==> src/gsp_pkg.sv <==
package gsp_pkg;

    // Frame geometry
    localparam int FRAME_BITS    = 16;
    localparam int EVENT_BUTTONS = 12;
    localparam int BIT_IDX_W     = $clog2(FRAME_BITS);

    // Field widths
    localparam int HELD_W  = 16;
    localparam int EVENT_W = 12;
    localparam int HALF_W  = 12;
    localparam int LATCH_W = 12;
    localparam int GAP_W   = 20;
    localparam int CFG_W   = 20;
    localparam int CFG_IDX_W = 2;

    // Button mask for press/release events
    localparam logic [HELD_W-1:0] EVENT_MASK =
        (EVENT_BUTTONS >= HELD_W) ? {HELD_W{1'b1}}
                                  : HELD_W'((64'd1 << EVENT_BUTTONS) - 64'd1);

    // Register indexes
    localparam logic [CFG_IDX_W-1:0] REG_LATCH_TICKS = 2'd0;
    localparam logic [CFG_IDX_W-1:0] REG_HALF_TICKS  = 2'd1;
    localparam logic [CFG_IDX_W-1:0] REG_GAP_TICKS   = 2'd2;
    localparam logic [CFG_IDX_W-1:0] REG_POLL_ENABLE = 2'd3;

    // Reset values
    localparam logic [LATCH_W-1:0] LATCH_RST = 12'd12;
    localparam logic [HALF_W-1:0]  HALF_RST  = 12'd6;
    localparam logic [GAP_W-1:0]   GAP_RST   = 20'd16000;

    typedef struct packed {
        logic [LATCH_W-1:0] latch_ticks;
        logic [HALF_W-1:0]  half_clock_ticks;
        logic [GAP_W-1:0]   gap_ticks;
        logic               poll_enable;
    } cfg_t;

    // One tick beat from the input register to the core
    typedef struct packed {
        logic valid;
        logic level;
    } tick_t;

    typedef enum logic [5:0] {
        PH_IDLE     = 6'b000001,
        PH_LATCH    = 6'b000010,
        PH_SETTLE   = 6'b000100,
        PH_CLK_LOW  = 6'b001000,
        PH_CLK_HIGH = 6'b010000,
        PH_GAP      = 6'b100000
    } phase_t;

endpackage

==> src/gsp_cfg.sv <==
module gsp_cfg
    import gsp_pkg::*;
(
    input  logic                 clk,
    input  logic                 rst_n,
    input  logic                 cfg_we,
    input  logic [CFG_IDX_W-1:0] cfg_index,
    input  logic [CFG_W-1:0]     cfg_data,
    output cfg_t                 cfg
);

    cfg_t cfg_reg;

    // Register file, write only
    always_ff @(posedge clk or negedge rst_n)
    begin
        if (!rst_n)
        begin
            cfg_reg.latch_ticks      <= LATCH_RST;
            cfg_reg.half_clock_ticks <= HALF_RST;
            cfg_reg.gap_ticks        <= GAP_RST;
            cfg_reg.poll_enable      <= 1'b0;
        end
        else if (cfg_we)
        begin
            case (cfg_index)
                REG_LATCH_TICKS: cfg_reg.latch_ticks      <= cfg_data[LATCH_W-1:0];
                REG_HALF_TICKS:  cfg_reg.half_clock_ticks <= cfg_data[HALF_W-1:0];
                REG_GAP_TICKS:   cfg_reg.gap_ticks        <= cfg_data[GAP_W-1:0];
                REG_POLL_ENABLE: cfg_reg.poll_enable      <= cfg_data[0];
                default:         cfg_reg <= cfg_reg;
            endcase
        end
    end

    assign cfg = cfg_reg;

endmodule

==> src/gsp_in_stage.sv <==
module gsp_in_stage
    import gsp_pkg::*;
(
    input  logic  clk,
    input  logic  rst_n,
    input  logic  in_valid,
    output logic  in_stall,
    input  logic  data_level,
    input  logic  core_take,
    output tick_t tick
);

    logic valid_reg;
    logic valid_next;
    logic level_reg;
    logic accept;

    // Input register: refills in the same cycle the core takes the beat
    assign in_stall   = valid_reg && !core_take;
    assign accept     = in_valid && !in_stall;
    assign valid_next = accept ? 1'b1 : (valid_reg && !core_take);

    always_ff @(posedge clk or negedge rst_n)
    begin
        if (!rst_n)
        begin
            valid_reg <= 1'b0;
        end
        else
        begin
            valid_reg <= valid_next;
        end
    end

    always_ff @(posedge clk)
    begin
        if (accept)
        begin
            level_reg <= data_level;
        end
    end

    assign tick.valid = valid_reg;
    assign tick.level = level_reg;

endmodule

==> src/gsp_core.sv <==
module gsp_core
    import gsp_pkg::*;
(
    input  logic                clk,
    input  logic                rst_n,
    input  cfg_t                cfg,
    input  tick_t               tick,
    output logic                core_take,
    output logic                out_valid,
    input  logic                out_stall,
    output logic                latch_out,
    output logic                clock_out,
    output logic [HELD_W-1:0]   buttons_held,
    output logic [EVENT_W-1:0]  pressed_mask,
    output logic [EVENT_W-1:0]  released_mask,
    output logic                frame_done
);

    phase_t               phase_reg, phase_next;
    logic [GAP_W-1:0]     timer_reg, timer_next;
    logic [BIT_IDX_W-1:0] bit_reg, bit_next;
    logic [HELD_W-1:0]    shift_reg, shift_next;
    logic [HELD_W-1:0]    held_reg, held_next;
    logic [EVENT_W-1:0]   prev_reg, prev_next;

    logic                 out_valid_reg, out_valid_next;
    logic                 latch_reg, clock_reg, done_reg;
    logic [EVENT_W-1:0]   pmask_reg, rmask_reg;

    phase_t               ph;
    logic [GAP_W-1:0]     tmr;
    logic [BIT_IDX_W-1:0] bi;
    logic [HELD_W-1:0]    sh;
    logic [GAP_W:0]       tmr_inc;
    logic [HELD_W-1:0]    sample_set;
    logic                 last_bit;
    logic [EVENT_W-1:0]   cur;
    logic                 latch_c, clock_c, done_c;
    logic [EVENT_W-1:0]   pmask_c, rmask_c;

    // Take a beat whenever the result register is free or being drained
    assign core_take = tick.valid && (!out_valid_reg || !out_stall);

    // Frame sequencer for one tick
    always_comb
    begin
        ph  = phase_reg;
        tmr = timer_reg;
        bi  = bit_reg;
        sh  = shift_reg;
        if (phase_reg == PH_IDLE && cfg.poll_enable)
        begin
            ph  = PH_LATCH;
            tmr = '0;
            bi  = '0;
            sh  = '0;
        end

        tmr_inc    = {1'b0, tmr} + (GAP_W+1)'(1);
        sample_set = '0;
        if (32'(bi) < HELD_W && !tick.level)
        begin
            sample_set = HELD_W'(1) << bi;
        end
        last_bit = (32'(bi) + 32'd1) >= FRAME_BITS;
        cur      = held_reg[EVENT_W-1:0];

        phase_next = ph;
        timer_next = tmr;
        bit_next   = bi;
        shift_next = sh;
        held_next  = held_reg;
        prev_next  = prev_reg;
        latch_c    = 1'b0;
        clock_c    = 1'b1;
        done_c     = 1'b0;
        pmask_c    = '0;
        rmask_c    = '0;

        case (ph)
            PH_LATCH:
            begin
                latch_c    = 1'b1;
                timer_next = tmr_inc[GAP_W-1:0];
                if (tmr_inc >= (GAP_W+1)'(cfg.latch_ticks))
                begin
                    phase_next = PH_SETTLE;
                    timer_next = '0;
                end
            end
            PH_SETTLE:
            begin
                timer_next = tmr_inc[GAP_W-1:0];
                if (tmr_inc >= (GAP_W+1)'(cfg.half_clock_ticks))
                begin
                    // bit 0 is on the line once latch drops
                    shift_next = sh | sample_set;
                    bit_next   = BIT_IDX_W'(1);
                    phase_next = PH_CLK_LOW;
                    timer_next = '0;
                end
            end
            PH_CLK_LOW:
            begin
                clock_c    = 1'b0;
                timer_next = tmr_inc[GAP_W-1:0];
                if (tmr_inc >= (GAP_W+1)'(cfg.half_clock_ticks))
                begin
                    phase_next = PH_CLK_HIGH;
                    timer_next = '0;
                end
            end
            PH_CLK_HIGH:
            begin
                timer_next = tmr_inc[GAP_W-1:0];
                if (tmr_inc >= (GAP_W+1)'(cfg.half_clock_ticks))
                begin
                    shift_next = sh | sample_set;
                    timer_next = '0;
                    if (last_bit)
                    begin
                        // publish frame and edge-detect event buttons
                        held_next  = sh | sample_set;
                        cur        = held_next[EVENT_W-1:0] & EVENT_MASK[EVENT_W-1:0];
                        pmask_c    = cur & ~prev_reg;
                        rmask_c    = prev_reg & ~cur & EVENT_MASK[EVENT_W-1:0];
                        prev_next  = cur;
                        done_c     = 1'b1;
                        bit_next   = '0;
                        phase_next = (cfg.gap_ticks != '0) ? PH_GAP : PH_IDLE;
                    end
                    else
                    begin
                        bit_next   = bi + BIT_IDX_W'(1);
                        phase_next = PH_CLK_LOW;
                    end
                end
            end
            PH_GAP:
            begin
                timer_next = tmr_inc[GAP_W-1:0];
                if (tmr_inc >= (GAP_W+1)'(cfg.gap_ticks))
                begin
                    phase_next = PH_IDLE;
                    timer_next = '0;
                end
            end
            default:
            begin
                phase_next = PH_IDLE;
                timer_next = '0;
            end
        endcase
    end

    // Sequencer state, advances once per taken beat
    always_ff @(posedge clk or negedge rst_n)
    begin
        if (!rst_n)
        begin
            phase_reg <= PH_IDLE;
            timer_reg <= '0;
            bit_reg   <= '0;
            shift_reg <= '0;
            held_reg  <= '0;
            prev_reg  <= '0;
        end
        else if (core_take)
        begin
            phase_reg <= phase_next;
            timer_reg <= timer_next;
            bit_reg   <= bit_next;
            shift_reg <= shift_next;
            held_reg  <= held_next;
            prev_reg  <= prev_next;
        end
    end

    // Result register
    assign out_valid_next = core_take ? 1'b1 : (out_valid_reg && out_stall);

    always_ff @(posedge clk or negedge rst_n)
    begin
        if (!rst_n)
        begin
            out_valid_reg <= 1'b0;
        end
        else
        begin
            out_valid_reg <= out_valid_next;
        end
    end

    always_ff @(posedge clk)
    begin
        if (core_take)
        begin
            latch_reg <= latch_c;
            clock_reg <= clock_c;
            done_reg  <= done_c;
            pmask_reg <= pmask_c;
            rmask_reg <= rmask_c;
        end
    end

    assign out_valid     = out_valid_reg;
    assign latch_out     = latch_reg;
    assign clock_out     = clock_reg;
    assign frame_done    = done_reg;
    assign pressed_mask  = pmask_reg;
    assign released_mask = rmask_reg;

    // held_reg only changes on a completed frame, so it matches the beat in flight
    logic [HELD_W-1:0] held_out_reg;

    always_ff @(posedge clk)
    begin
        if (core_take)
        begin
            held_out_reg <= held_next;
        end
    end

    assign buttons_held = held_out_reg;

    // A button cannot be both pressed and released in one frame
    assert property (@(posedge clk) disable iff (!rst_n)
        out_valid_reg |-> (pmask_reg & rmask_reg) == '0)
        else $error("pressed and released masks overlap");

    // Event masks only accompany a completed frame
    assert property (@(posedge clk) disable iff (!rst_n)
        (out_valid_reg && !done_reg) |-> (pmask_reg == '0 && rmask_reg == '0))
        else $error("event mask outside frame_done");

    // Frame completes with latch low and clock high
    assert property (@(posedge clk) disable iff (!rst_n)
        (out_valid_reg && done_reg) |-> (!latch_reg && clock_reg))
        else $error("bad line levels at frame end");

    // Previous frame tracks published event buttons
    assert property (@(posedge clk) disable iff (!rst_n)
        (core_take && done_c) |=> prev_reg == (held_reg[EVENT_W-1:0] & EVENT_MASK[EVENT_W-1:0]))
        else $error("previous frame out of step with held buttons");

    // Bit counter stays inside the frame
    assert property (@(posedge clk) disable iff (!rst_n)
        32'(bit_reg) < FRAME_BITS)
        else $error("bit index past frame length");

endmodule

==> src/gamepad_serial_poller_top.sv <==
// Game pad poller: each input beat is one time tick carrying the pad's data
// line level, and each tick yields exactly one result beat with the latch and
// clock levels to drive and the frame status. One tick is taken every clock
// cycle unless the result side stalls, by a single pass of sequencer logic
// between an input register and a result register, and stalls on the result
// side reach the input only once both registers are full. Timing registers
// are counted in ticks; the user must write them only while no beats are in
// flight, and the block itself does not enforce this.
module gamepad_serial_poller_top
    import gsp_pkg::*;
(
    input  logic                 clk,
    input  logic                 rst_n,
    input  logic                 cfg_we,
    input  logic [CFG_IDX_W-1:0] cfg_index,
    input  logic [CFG_W-1:0]     cfg_data,
    input  logic                 in_valid,
    output logic                 in_stall,
    input  logic                 data_level,
    output logic                 out_valid,
    input  logic                 out_stall,
    output logic                 latch_out,
    output logic                 clock_out,
    output logic [HELD_W-1:0]    buttons_held,
    output logic [EVENT_W-1:0]   pressed_mask,
    output logic [EVENT_W-1:0]   released_mask,
    output logic                 frame_done
);

    cfg_t  cfg;
    tick_t tick;
    logic  core_take;

    gsp_cfg u_cfg (
        .clk       (clk),
        .rst_n     (rst_n),
        .cfg_we    (cfg_we),
        .cfg_index (cfg_index),
        .cfg_data  (cfg_data),
        .cfg       (cfg)
    );

    gsp_in_stage u_in (
        .clk        (clk),
        .rst_n      (rst_n),
        .in_valid   (in_valid),
        .in_stall   (in_stall),
        .data_level (data_level),
        .core_take  (core_take),
        .tick       (tick)
    );

    gsp_core u_core (
        .clk           (clk),
        .rst_n         (rst_n),
        .cfg           (cfg),
        .tick          (tick),
        .core_take     (core_take),
        .out_valid     (out_valid),
        .out_stall     (out_stall),
        .latch_out     (latch_out),
        .clock_out     (clock_out),
        .buttons_held  (buttons_held),
        .pressed_mask  (pressed_mask),
        .released_mask (released_mask),
        .frame_done    (frame_done)
    );

endmodule

==> config.mk <==
export PLATFORM = sky130hd
export DESIGN_NAME = gamepad_serial_poller_top
export DESIGN_NICKNAME = d
export VERILOG_FILES = /design/src/gsp_pkg.sv /design/src/gsp_cfg.sv /design/src/gsp_in_stage.sv /design/src/gsp_core.sv /design/src/gamepad_serial_poller_top.sv
export SDC_FILE = /design/constraint.sdc
export NUM_CORES = 1
export LEC_CHECK = 0
export ABC_AREA = 1
export BUFFER_PORTS_ARGS = -buffer_cell sky130_fd_sc_hd__buf_2
export CAP_MARGIN = 25
export CORE_MARGIN = 4
export CORE_UTILIZATION = 50
export DETAILED_ROUTE_END_ITERATION = 16
export GPL_TIMING_DRIVEN = 0
export PLACE_DENSITY = 0.78
export REMOVE_ABC_BUFFERS = 1
export SLEW_MARGIN = 30
export SYNTH_ARGS = -nofsm -noshare
export SYNTH_HDL_FRONTEND = slang
export SYNTH_SLANG_ARGS = --single-unit
==> constraint.sdc <==
create_clock -name clk -period 11.8 [get_ports clk]
set_input_delay 1.18 -clock clk [delete_from_list [all_inputs] [get_ports clk]]
set_output_delay 1.18 -clock clk [all_outputs]
set_load 0.01 [all_outputs]
After elaboration in Yosys (flattened, before gate mapping)
Cells that the tools add are included.
- ROM bits: 0
- output and inout bits: 45
- memories kept: 0
- RAM bits: 0
- bits in registers: 165
- logic and storage cells: 93
- latch bits: 0
- divide/modulo/power cells: 0
- shift-type cells: 1
- $mul: 0
- $lt $le $gt $ge: 4
- equal/unequal tests: 9
- bitwise gates (word level): 5
- add/sub/neg operators: 3
- multiplexer cells: 31
- reductions and logical operators: 21
- operators with widths (kind ; number):
    16-bit 2-to-1 mux ; 7
    20-bit 2-to-1 mux ; 4
    20-bit one-hot mux with 3 select lines ; 1
    6-bit 2-to-1 mux ; 8
    21-bit by 12-bit >= comparator with 1-bit output ; 2
    32-bit by 5-bit >= comparator with 1-bit output (second input constant) ; 1
    6-bit one-hot mux with 5 select lines ; 1
    12-bit bitwise AND ; 2
    12-bit NOT ; 2
    20-bit by 1-bit adder with 21-bit output (second input constant) ; 1
    21-bit by 20-bit >= comparator with 1-bit output ; 1
    20-bit nonzero test ; 1
    4-bit 2-to-1 mux ; 4
    16-bit bitwise OR ; 1
    1-bit by 4-bit left shift with 16-bit output (first input constant) ; 1
    2-bit AND reduction ; 5
    4-bit one-hot mux with 2 select lines ; 1
    6-bit by 1-bit == test with 1-bit output (second input constant) ; 1
    6-bit by 2-bit == test with 1-bit output (second input constant) ; 1
    6-bit by 3-bit == test with 1-bit output (second input constant) ; 1
    6-bit by 4-bit == test with 1-bit output (second input constant) ; 1
    6-bit by 5-bit == test with 1-bit output (second input constant) ; 1
    6-bit == test (second input constant) ; 1
    4-bit by 1-bit adder with 5-bit output (second input constant) ; 1
    other kinds (12) ; 24

Longest topological paths before layout
Gate-level depths: netlist (run 1).
- depth in word-level cells: 9
- gate-level depth with buffers: 32
- mapped depth without buffers: 28

Hierarchy
Synthesis (run 1) repeated with hierarchy kept, for this count alone.
- cells, all modules: 1166
- area, all modules: 9510.4 sq um
- modules (own cells, without submodules) (module ; seq. area each (sq um) ; cells each ; instances ; area an instance (sq um)):
    gsp_core ; 3169.3 ; 951 ; 1 ; 7518.5
    gsp_cfg ; 1138.6 ; 205 ; 1 ; 1889.3
    gsp_in_stage ; 55.1 ; 10 ; 1 ; 102.6

Worst setup path before layout (run 1)
No wires, ideal clock.
- path kind: register -> register
- from: reg u_core.phase_reg[5]
- to: reg u_core.held_out_reg[0] (netlist: u_core.buttons_held[0]), data pin
- arrival time: 3.905 ns
- stages on the path, launching flop included: 27
- period minus slack after synthesis: 4.159 ns
- setup time: 0.254 ns
- slack: 7.641 ns
- required time: 11.546 ns
- cells stage by stage: dfrtp_1 > nor2_1 > nand2_1 > nor2_1 > buf_6 > buf_4 > clkbuf_1 > nor2_1 > ha_1 > nand4_1 > inv_1 > nand2_1 > xor2_1 > ha_1 > a31oi_1 > nand3_1 > nand2_1 > nand2_1 > nand2_1 > nand2_1 > nor2_1 > nand4_4 > nand3_2 > inv_2 > buf_4 > nand2_1 > nand2_1
- cells in the longest elaborated chain, start to end: 9
- elaborated cells on any way between the ends: 17
- ends and longest elaborated chain (element ; line ; text):
    from (decl) ; gsp_core.sv:19 ; phase_t phase_reg, phase_next;
    from (signal assigned) ; gsp_core.sv:170 ; phase_reg <= phase_next;
    parallel branches: the longest is 8 deep, another holds 20-bit by 1-bit adder with 21-bit output ; - ;
    16-bit 2-to-1 mux (*) ; gsp_core.sv:80 ; case (ph)
    net u_core.held_next[0] ; gsp_core.sv:23 ; logic [HELD_W-1:0] held_reg, held_next;
    to (signal assigned) ; gsp_core.sv:220 ; held_out_reg <= held_next;
    to (decl) ; gsp_core.sv:214 ; logic [HELD_W-1:0] held_out_reg;
Mark *: on every way through the listed nets, which the timed path passes.
A chain may end at the register's enable or synchronous reset.

Worst setup path in the final report (run 1)
- from: reg u_core.phase_reg[0]
- to: reg u_core.held_reg[12]
- cells in the longest elaborated chain, start to end: 9
- elaborated cells on any way between the ends: 17
- ends and longest elaborated chain (element ; line ; text):
    parallel branches: the longest is 8 deep, another holds 20-bit by 1-bit adder with 21-bit output ; - ;
    16-bit 2-to-1 mux (*) ; gsp_core.sv:80 ;
    to (signal assigned) ; gsp_core.sv:174 ; held_reg <= held_next;
    to (decl) ; gsp_core.sv:23 ;
Mark *: on every way between the ends.

==> results.py, run 1 <==
metrics = {
    "sta": {
        "min_period_ps": 6540,
        "finalMaxSlewViolations": 0,
        "rsz0062_at_grt": "false",
        "max_freq_mhz": 153,
        "maxSlewHeadroom": 0.381,
        "skew_ps": 11.7,
        "tightest_slew_ps": 920,
        "final-setup-viol-count": 0,
        "fin_ws_ps": 5260,
        "whs_ps": 482,
        "hold_viol": 0,
        "fin_crit_sh": 0.554,
        "finalSetupTns_ps": 0,
    },
    "final_layout": {
        "diodes": 0,
        "largest_register_ffs": 45,
        "nets": 1255,
        "drive_above_1_share": 0.138,
        "nFillCells": 1568,
        "area_delta_synth_final_pct": 13.0,
    },
    "power_and_ir_drop": {
        "power_frac_clock": 0.390,
        "ir_drop_uv": 104,
        "p_leak_nw": 5.16,
        "combPwrFrac": 0.156,
        "p_int_w": 0.000990,
        "switching_power_w": 0.000452,
        "sequentialPowerShare": 0.454,
        "power_density_nw_per_um2": 139,
        "p_sw_frac": 0.313,
    },
    "detailed_routing": {
        "wl_per_cell_um": 14.4,
        "ant_nets": 0,
        "viasPerCell": 5.30,
        "drt_drc_violations_left": 0,
        "via_count": 7519,
        "drt_pass1_iterations": 5,
        "wl_um": 20400,
        "drt_iter0_markers": 592,
    },
    "global_route": {
        "grt_overflow": 0,
        "first_global_vias": 7178,
        "grt_usage": 0.207,
        "grt_pass1_wl_um": 34400,
        "antenna_found_initial": 0,
        "grt_max_degree": 79,
    },
    "yosys": {
        "yosysMostFrequentCell": "nand2_1",
        "syn_area_per_cell_um2": 8.17,
        "ys_warn_count": 0,
        "synth_cell_types": 53,
        "yosysSeqAreaShare": 0.477,
        "synth_top_cell_area_share": 0.301,
        "synth_flop_cell": "dfrtp_1",
        "ys_async_sr_fraction": 0.733,
        "synth_top_area_cell": "dfrtp_1",
        "synthTopCellsByCount": "nand2_1, inv_1, dfrtp_1",
        "synthTopCellsByArea": "dfrtp_1, edfxtp_1, nand2_1",
        "synth-seq-cells": 165,
        "netlist_area_um2": 9150,
        "synthCells": 1120,
        "synth_edf_count": 44,
    },
    "floorplan": {
        "fp.coreArea_um2": 18000,
        "die_w_um": 143,
        "pin_count": 73,
        "initial_utilization": 0.510,
        "rows": 49,
        "die_h_um": 143,
        "die_area_um2": 20500,
    },
    "clock_network": {
        "root_buffer": "clkbuf_16",
        "cts.hold.buffers_added": 0,
        "tritoncts": "yes",
        "post_cts_buffers": 0,
        "cts.path.max_buffers": 2,
        "htreeDepth": 4,
        "cts_made_buffers": 17,
        "ctsResizeCount": 0,
        "clk-insertion-delay-late_ps": 440,
        "cts.clk_slew.worst_paths_ps": 70,
        "cts.sinks": 165,
    },
    "setup_path": {
        "r2r-start": "u_core.phase_reg[0]",
        "rrSetupSlack_ps": 5260,
        "worstSetupStartpointType": "flip-flop",
        "cp.required_ps": 12100,
        "cp-end-kind": "flip-flop",
        "path_class": "flip-flop to flip-flop",
        "reg2reg_depth": 21,
        "critical_path_arrival_ps": 6840,
        "reg2reg_to": "u_core.held_reg[12]",
        "worstPathMaxFanout": 32,
    },
    "worst_hold_path": {
        "min_from": "u_core.held_reg[1]",
        "holdPathStages": 2,
        "hold_end": "u_core.held_reg[1]",
        "min_path_type": "flip-flop to flip-flop",
    },
    "run_status": {
        "status": "finished clean",
    },
    "placed_design": {
        "portBuffers": 72,
        "hpwl_um": 14300,
        "place_ws_ps": 5320,
        "gp_congestion": 0.890,
    },
    "flow_run": {
        "drv_cap": 0,
    },
}
## cells by family after synthesis
family                     after synthesis  share of synthesized area
buffers and inverters                  197                     0.0858
muxes                                    1                    0.00123
and+or+nand+nor                        555                      0.273
adders and majority gates               49                     0.0670
xor gates and xnor gates                10                     0.0104
DFF                                    165                      0.477
AOI/OAI and AO/OA                      143                     0.0858
## layout make-up
type	count	area [um2]	area share
flip-flops and latches	165	4360	0.422
multi-input cells	758	4030	0.390
well taps	229	287	0.0277
clock buffers	17	425	0.0411
clock inverters	15	175	0.0169
inverters	160	603	0.0583
repair buffers	76	460	0.0445
## metrics by stage
stage | std cells | area [um2] | utilization | power (W)
floorplan | 1083 | 8970 | - | 0.000802
global placement | 1384 | 9620 | 0.535 | 0.000869
detailed placement | 1388 | 9750 | 0.543 | 0.000889
CTS | 1420 | 10300 | 0.576 | 0.00145
global route | 1420 | 10300 | 0.576 | 0.00151
finish | 1420 | 10300 | 0.576 | 0.00144
## per-layer routing
| layer | global-route usage | routed length (um) | up-vias | share of wire |
|---|---|---|---|---|
| met4 | 0.0768 | 573 | 0 | 0.028 |
| met1 | 0.285 | 9070 | 3474 | 0.44 |
| met3 | 0.0383 | 1190 | 48 | 0.059 |
| li1 | - | - | 3744 | - |
| met5 | 0 | 0 | - | 0 |
| met2 | 0.331 | 9550 | 253 | 0.47 |
## power by group through the flow
| stage | Clock [W] | Sequential (W) | Combinational (W) |
|---|---|---|---|
| 2_1_floorplan | 0 | 0.000666 | 0.000136 |
| 3_3_place_gp | 0 | 0.000665 | 0.000204 |
| 3_5_place_dp | 0 | 0.000666 | 0.000223 |
| 4_1_cts | 0.000568 | 0.000655 | 0.000226 |
| 5_1_grt | 0.000594 | 0.000659 | 0.000255 |
| 6_report | 0.000562 | 0.000655 | 0.000225 |
## how the worst max path moves through the flow
stage                        start                  end  cells past startpoint
3_5_place_dp   u_core.phase_reg[0]  u_core.held_reg[12]                     21
3_3_place_gp   u_core.phase_reg[5]  u_core.held_reg[10]                     20
2_1_floorplan  u_core.phase_reg[5]  u_core.held_reg[10]                     20
5_1_grt        u_core.phase_reg[0]  u_core.held_reg[10]                     21
4_1_cts        u_core.phase_reg[0]  u_core.held_reg[12]                     21
6_report       u_core.phase_reg[0]  u_core.held_reg[12]                     21
## cell usage in the layout, fill, tap and decap left out, types with 9 or more instances in the layout
master	Yosys	layout
inv_1	158	157
edfxtp_1	44	44
nand3_1	60	60
dfrtp_1	110	110
nor2_1	102	101
buf_2	10	71
o21ai_0	75	75
clkbuf_16	0	17
nand2_1	307	305
o22ai_1	15	15
nand4_1	21	21
dfstp_2	11	11
nor2_2	9	9
ha_1	49	49
a21oi_1	29	29
## critical path, cell delays in order (launching register included)
cell and delay [ps]:
dfstp_2 560, nand2_1 60, nor2_1 120, nand3_2 550, nand2_2 340, inv_1 170
ha_1 240, nand4_1 210, inv_1 140, nand2_1 150, xor2_1 390, ha_1 280
nand4_1 100, or4_1 470, nor2_1 170, nand4_1 160, nand4_4 200, nand3_2 550
inv_2 620, nand2_1 580, nand2_1 200, o21ai_1 80
Note: power is estimated with default switching activity, not from simulation.
==> run 2: changes to the inputs <==
ABC_AREA = 0   (was 1)
PLACE_DENSITY = 0.79   (was 0.78)
clock period = 6.5 ns   (was 11.8 ns; I/O delays follow)
==> results.py, run 2 <==
metrics = {
    "setup_path": {
        "reg2reg_depth": 18,
        "critPathMaxStageDelay_ps": 570,
        "rrSetupSlack_ps": 410,
        "reg2reg_to": "u_core.buttons_held[6]",
        "critPathSlowestCell": "nor4_4",
        "critical_path_arrival_ps": 6240,
        "path_cells": "nor4_4, nand2_4, and2_1, ha_1, nand3_1, nor2_1, xnor2_1, nor2_1, ha_1, a211oi_1, nand2_1, a2111oi_1, o31a_1, and3b_1, or3_4, inv_2, nor2_1, a21oi_1",
        "worstSetupEndpoint": "u_core.buttons_held[6]",
        "cp-end-kind": "flip-flop",
        "cp.required_ps": 6650,
        "worstSetupStartpointType": "flip-flop",
        "r2r-start": "u_core.phase_reg[3]",
        "path_class": "flip-flop to flip-flop",
        "cpMostUsedCell": "nor2_1",
        "critical_path.startpoint": "u_core.phase_reg[3]",
        "worstPathMaxFanout": 38,
    },
    "yosys": {
        "ys_async_sr_fraction": 0.733,
        "synthTopCellsByCount": "dfrtp_1, nand2_1, nor2_1",
        "synthCells": 801,
        "yosysMostFrequentCell": "dfrtp_1",
        "synth_edf_count": 44,
        "synth_flop_cell": "dfrtp_1",
        "yosysSeqAreaShare": 0.514,
        "synth-seq-cells": 165,
        "synth_top_cell_area_share": 0.324,
        "synth_top_area_cell": "dfrtp_1",
        "synth_cell_types": 71,
        "syn_area_per_cell_um2": 10.6,
        "synthTopCellsByArea": "dfrtp_1, edfxtp_1, ha_1",
        "ys_warn_count": 0,
        "netlist_area_um2": 8490,
    },
    "clock_network": {
        "cts.sinks": 165,
        "htreeDepth": 4,
        "clk-insertion-delay-late_ps": 440,
        "cts.clk_slew.worst_paths_ps": 70,
        "cts.path.max_buffers": 2,
        "cts_made_buffers": 17,
        "root_buffer": "clkbuf_16",
        "tritoncts": "yes",
    },
    "floorplan": {
        "die_area_um2": 19100,
        "die_w_um": 138,
        "pin_count": 73,
        "die_h_um": 138,
        "fp.coreArea_um2": 16600,
        "initial_utilization": 0.512,
        "rows": 47,
    },
    "sta": {
        "finalSetupTns_ps": 0,
        "max_freq_mhz": 164,
        "maxSlewHeadroom": 0.353,
        "tightest_slew_ps": 966,
        "finalMaxSlewViolations": 0,
        "min_period_ps": 6090,
        "final-setup-viol-count": 0,
        "fin_crit_sh": 0.937,
        "fin_ws_ps": 407,
        "skew_ps": 10.8,
        "rsz0062_at_grt": "false",
        "hold_viol": 0,
    },
    "power_and_ir_drop": {
        "ir_drop_uv": 278,
        "power_density_nw_per_um2": 273,
        "p_leak_nw": 4.44,
    },
    "flow_run": {
        "drv_cap": 0,
    },
    "global_route": {
        "grt_max_degree": 80,
        "grt_pass1_wl_um": 31100,
        "antenna_found_initial": 0,
        "grt_overflow": 0,
        "grt_usage": 0.198,
        "first_global_vias": 6206,
    },
    "detailed_routing": {
        "drt_pass1_iterations": 5,
        "viasPerCell": 5.69,
        "via_count": 6272,
        "drt_drc_violations_left": 0,
        "ant_nets": 0,
        "wl_um": 18200,
        "wl_per_cell_um": 16.5,
        "drt_iter0_markers": 527,
    },
    "worst_hold_path": {
        "min_path_type": "input port to async pin",
    },
    "final_layout": {
        "diodes": 0,
        "largest_register_ffs": 45,
        "layout_commonest_cell": "dfrtp_1",
        "nets": 947,
        "nFillCells": 1363,
        "layout_common_cells": "dfrtp_1, nand2_1, buf_2, nor2_1, a21oi_1",
        "area_delta_synth_final_pct": 14.1,
        "drive_above_1_share": 0.210,
    },
    "placed_design": {
        "hpwl_um": 12800,
        "gp_congestion": 0.865,
        "portBuffers": 72,
        "place_ws_ps": 151,
    },
    "run_status": {
        "status": "finished clean",
    },
}
[run 2: changes by cell type in the layout (fill, tap and decap cells not counted), sizes merged, moves of 9 or more]
cell / previous run / this run
nand2: 312 / 83
inv: 168 / 65
nor2: 118 / 64
nand3: 69 / 21
o21ai: 84 / 45
mux2: 1 / 34
a21oi: 29 / 57
a22oi: 0 / 17
a22o: 0 / 12
and3: 2 / 13
o22ai: 15 / 4
nand4: 22 / 13
nor3: 10 / 19
[run 2: metal layers]
layer  track usage  wire (um)  vias to the layer above
li1              -          -                     3032
met1         0.268       8170                     3019
met2         0.313       8670                      189
met3        0.0463        935                       32
met4        0.0759        460                        0
met5             0          0                        -
[run 2: worst max-delay path, delay by kind of cell, from the launching register on]
kind / cells / cell delay (ps)
buffers and inverters: 1 / 310
adders and majority gates: 2 / 580
AOI/OAI and AO/OA: 4 / 1150
DFF: 1 / 470
and+or+nand+nor: 10 / 3130
xor gates and xnor gates: 1 / 140
[run 2: final cells by class]
type | instances | area, um2 | area share
Sequential cell | 165 | 4360 | 0.451
Multi-Input combinational cell | 548 | 3760 | 0.389
Timing Repair Buffer | 79 | 454 | 0.0469
Clock buffer | 18 | 439 | 0.0454
Tap cell | 220 | 275 | 0.0284
Inverter | 59 | 224 | 0.0231
Clock inverter | 14 | 163 | 0.0168
[run 2: logic make-up after synthesis]
logic type      Yosys count  synth area share
flops                   165             0.514
fa+ha+maj                49            0.0723
buf+inv                  88            0.0454
simple gates            260             0.157
mux                      41            0.0534
xor+xnor                 19            0.0196
compound gates          179             0.138
[run 2: worst min path at each step]
stage | end | depth (start not counted) | from
final | u_cfg.cfg[34] | 1 | rst_n
after global routing | u_cfg.cfg[2] | 1 | rst_n
after CTS | u_cfg.cfg[34] | 1 | rst_n
after detailed placement | u_core.shift_reg[11] | 2 | u_core.shift_reg[11]
after global placement | u_core.shift_reg[11] | 2 | u_core.shift_reg[11]
after floorplan | u_cfg.cfg[0] | 0 | rst_n
[run 2: what timing repair did]
| item | in CTS | in global routing |
|---|---|---|
| hold buffers | 0 | 0 |
| resized for setup | 0 | 2 |
| buffers inserted | 0 | 0 |
| setup endpoints to repair | 0 | 29 |
[run 2: stage by stage]
stage	cells	hold WS (ps)	total power, W	cell area (um2)	util
finish	1103	92.8	0.00264	9680	0.584
global route	1103	114	0.00277	9680	0.584
CTS	1103	91.0	0.00265	9670	0.583
detailed placement	1071	467	0.00164	9070	0.547
global placement	1064	455	0.00162	8960	0.540
floorplan	772	354	0.00149	8320	-
[run 2: report_power, final]
part           switching [W]  internal (W)  leakage (nW)
clock               0.000453      0.000556         0.292
sequential         0.0000601       0.00116          2.01
combinational       0.000264      0.000147          2.14
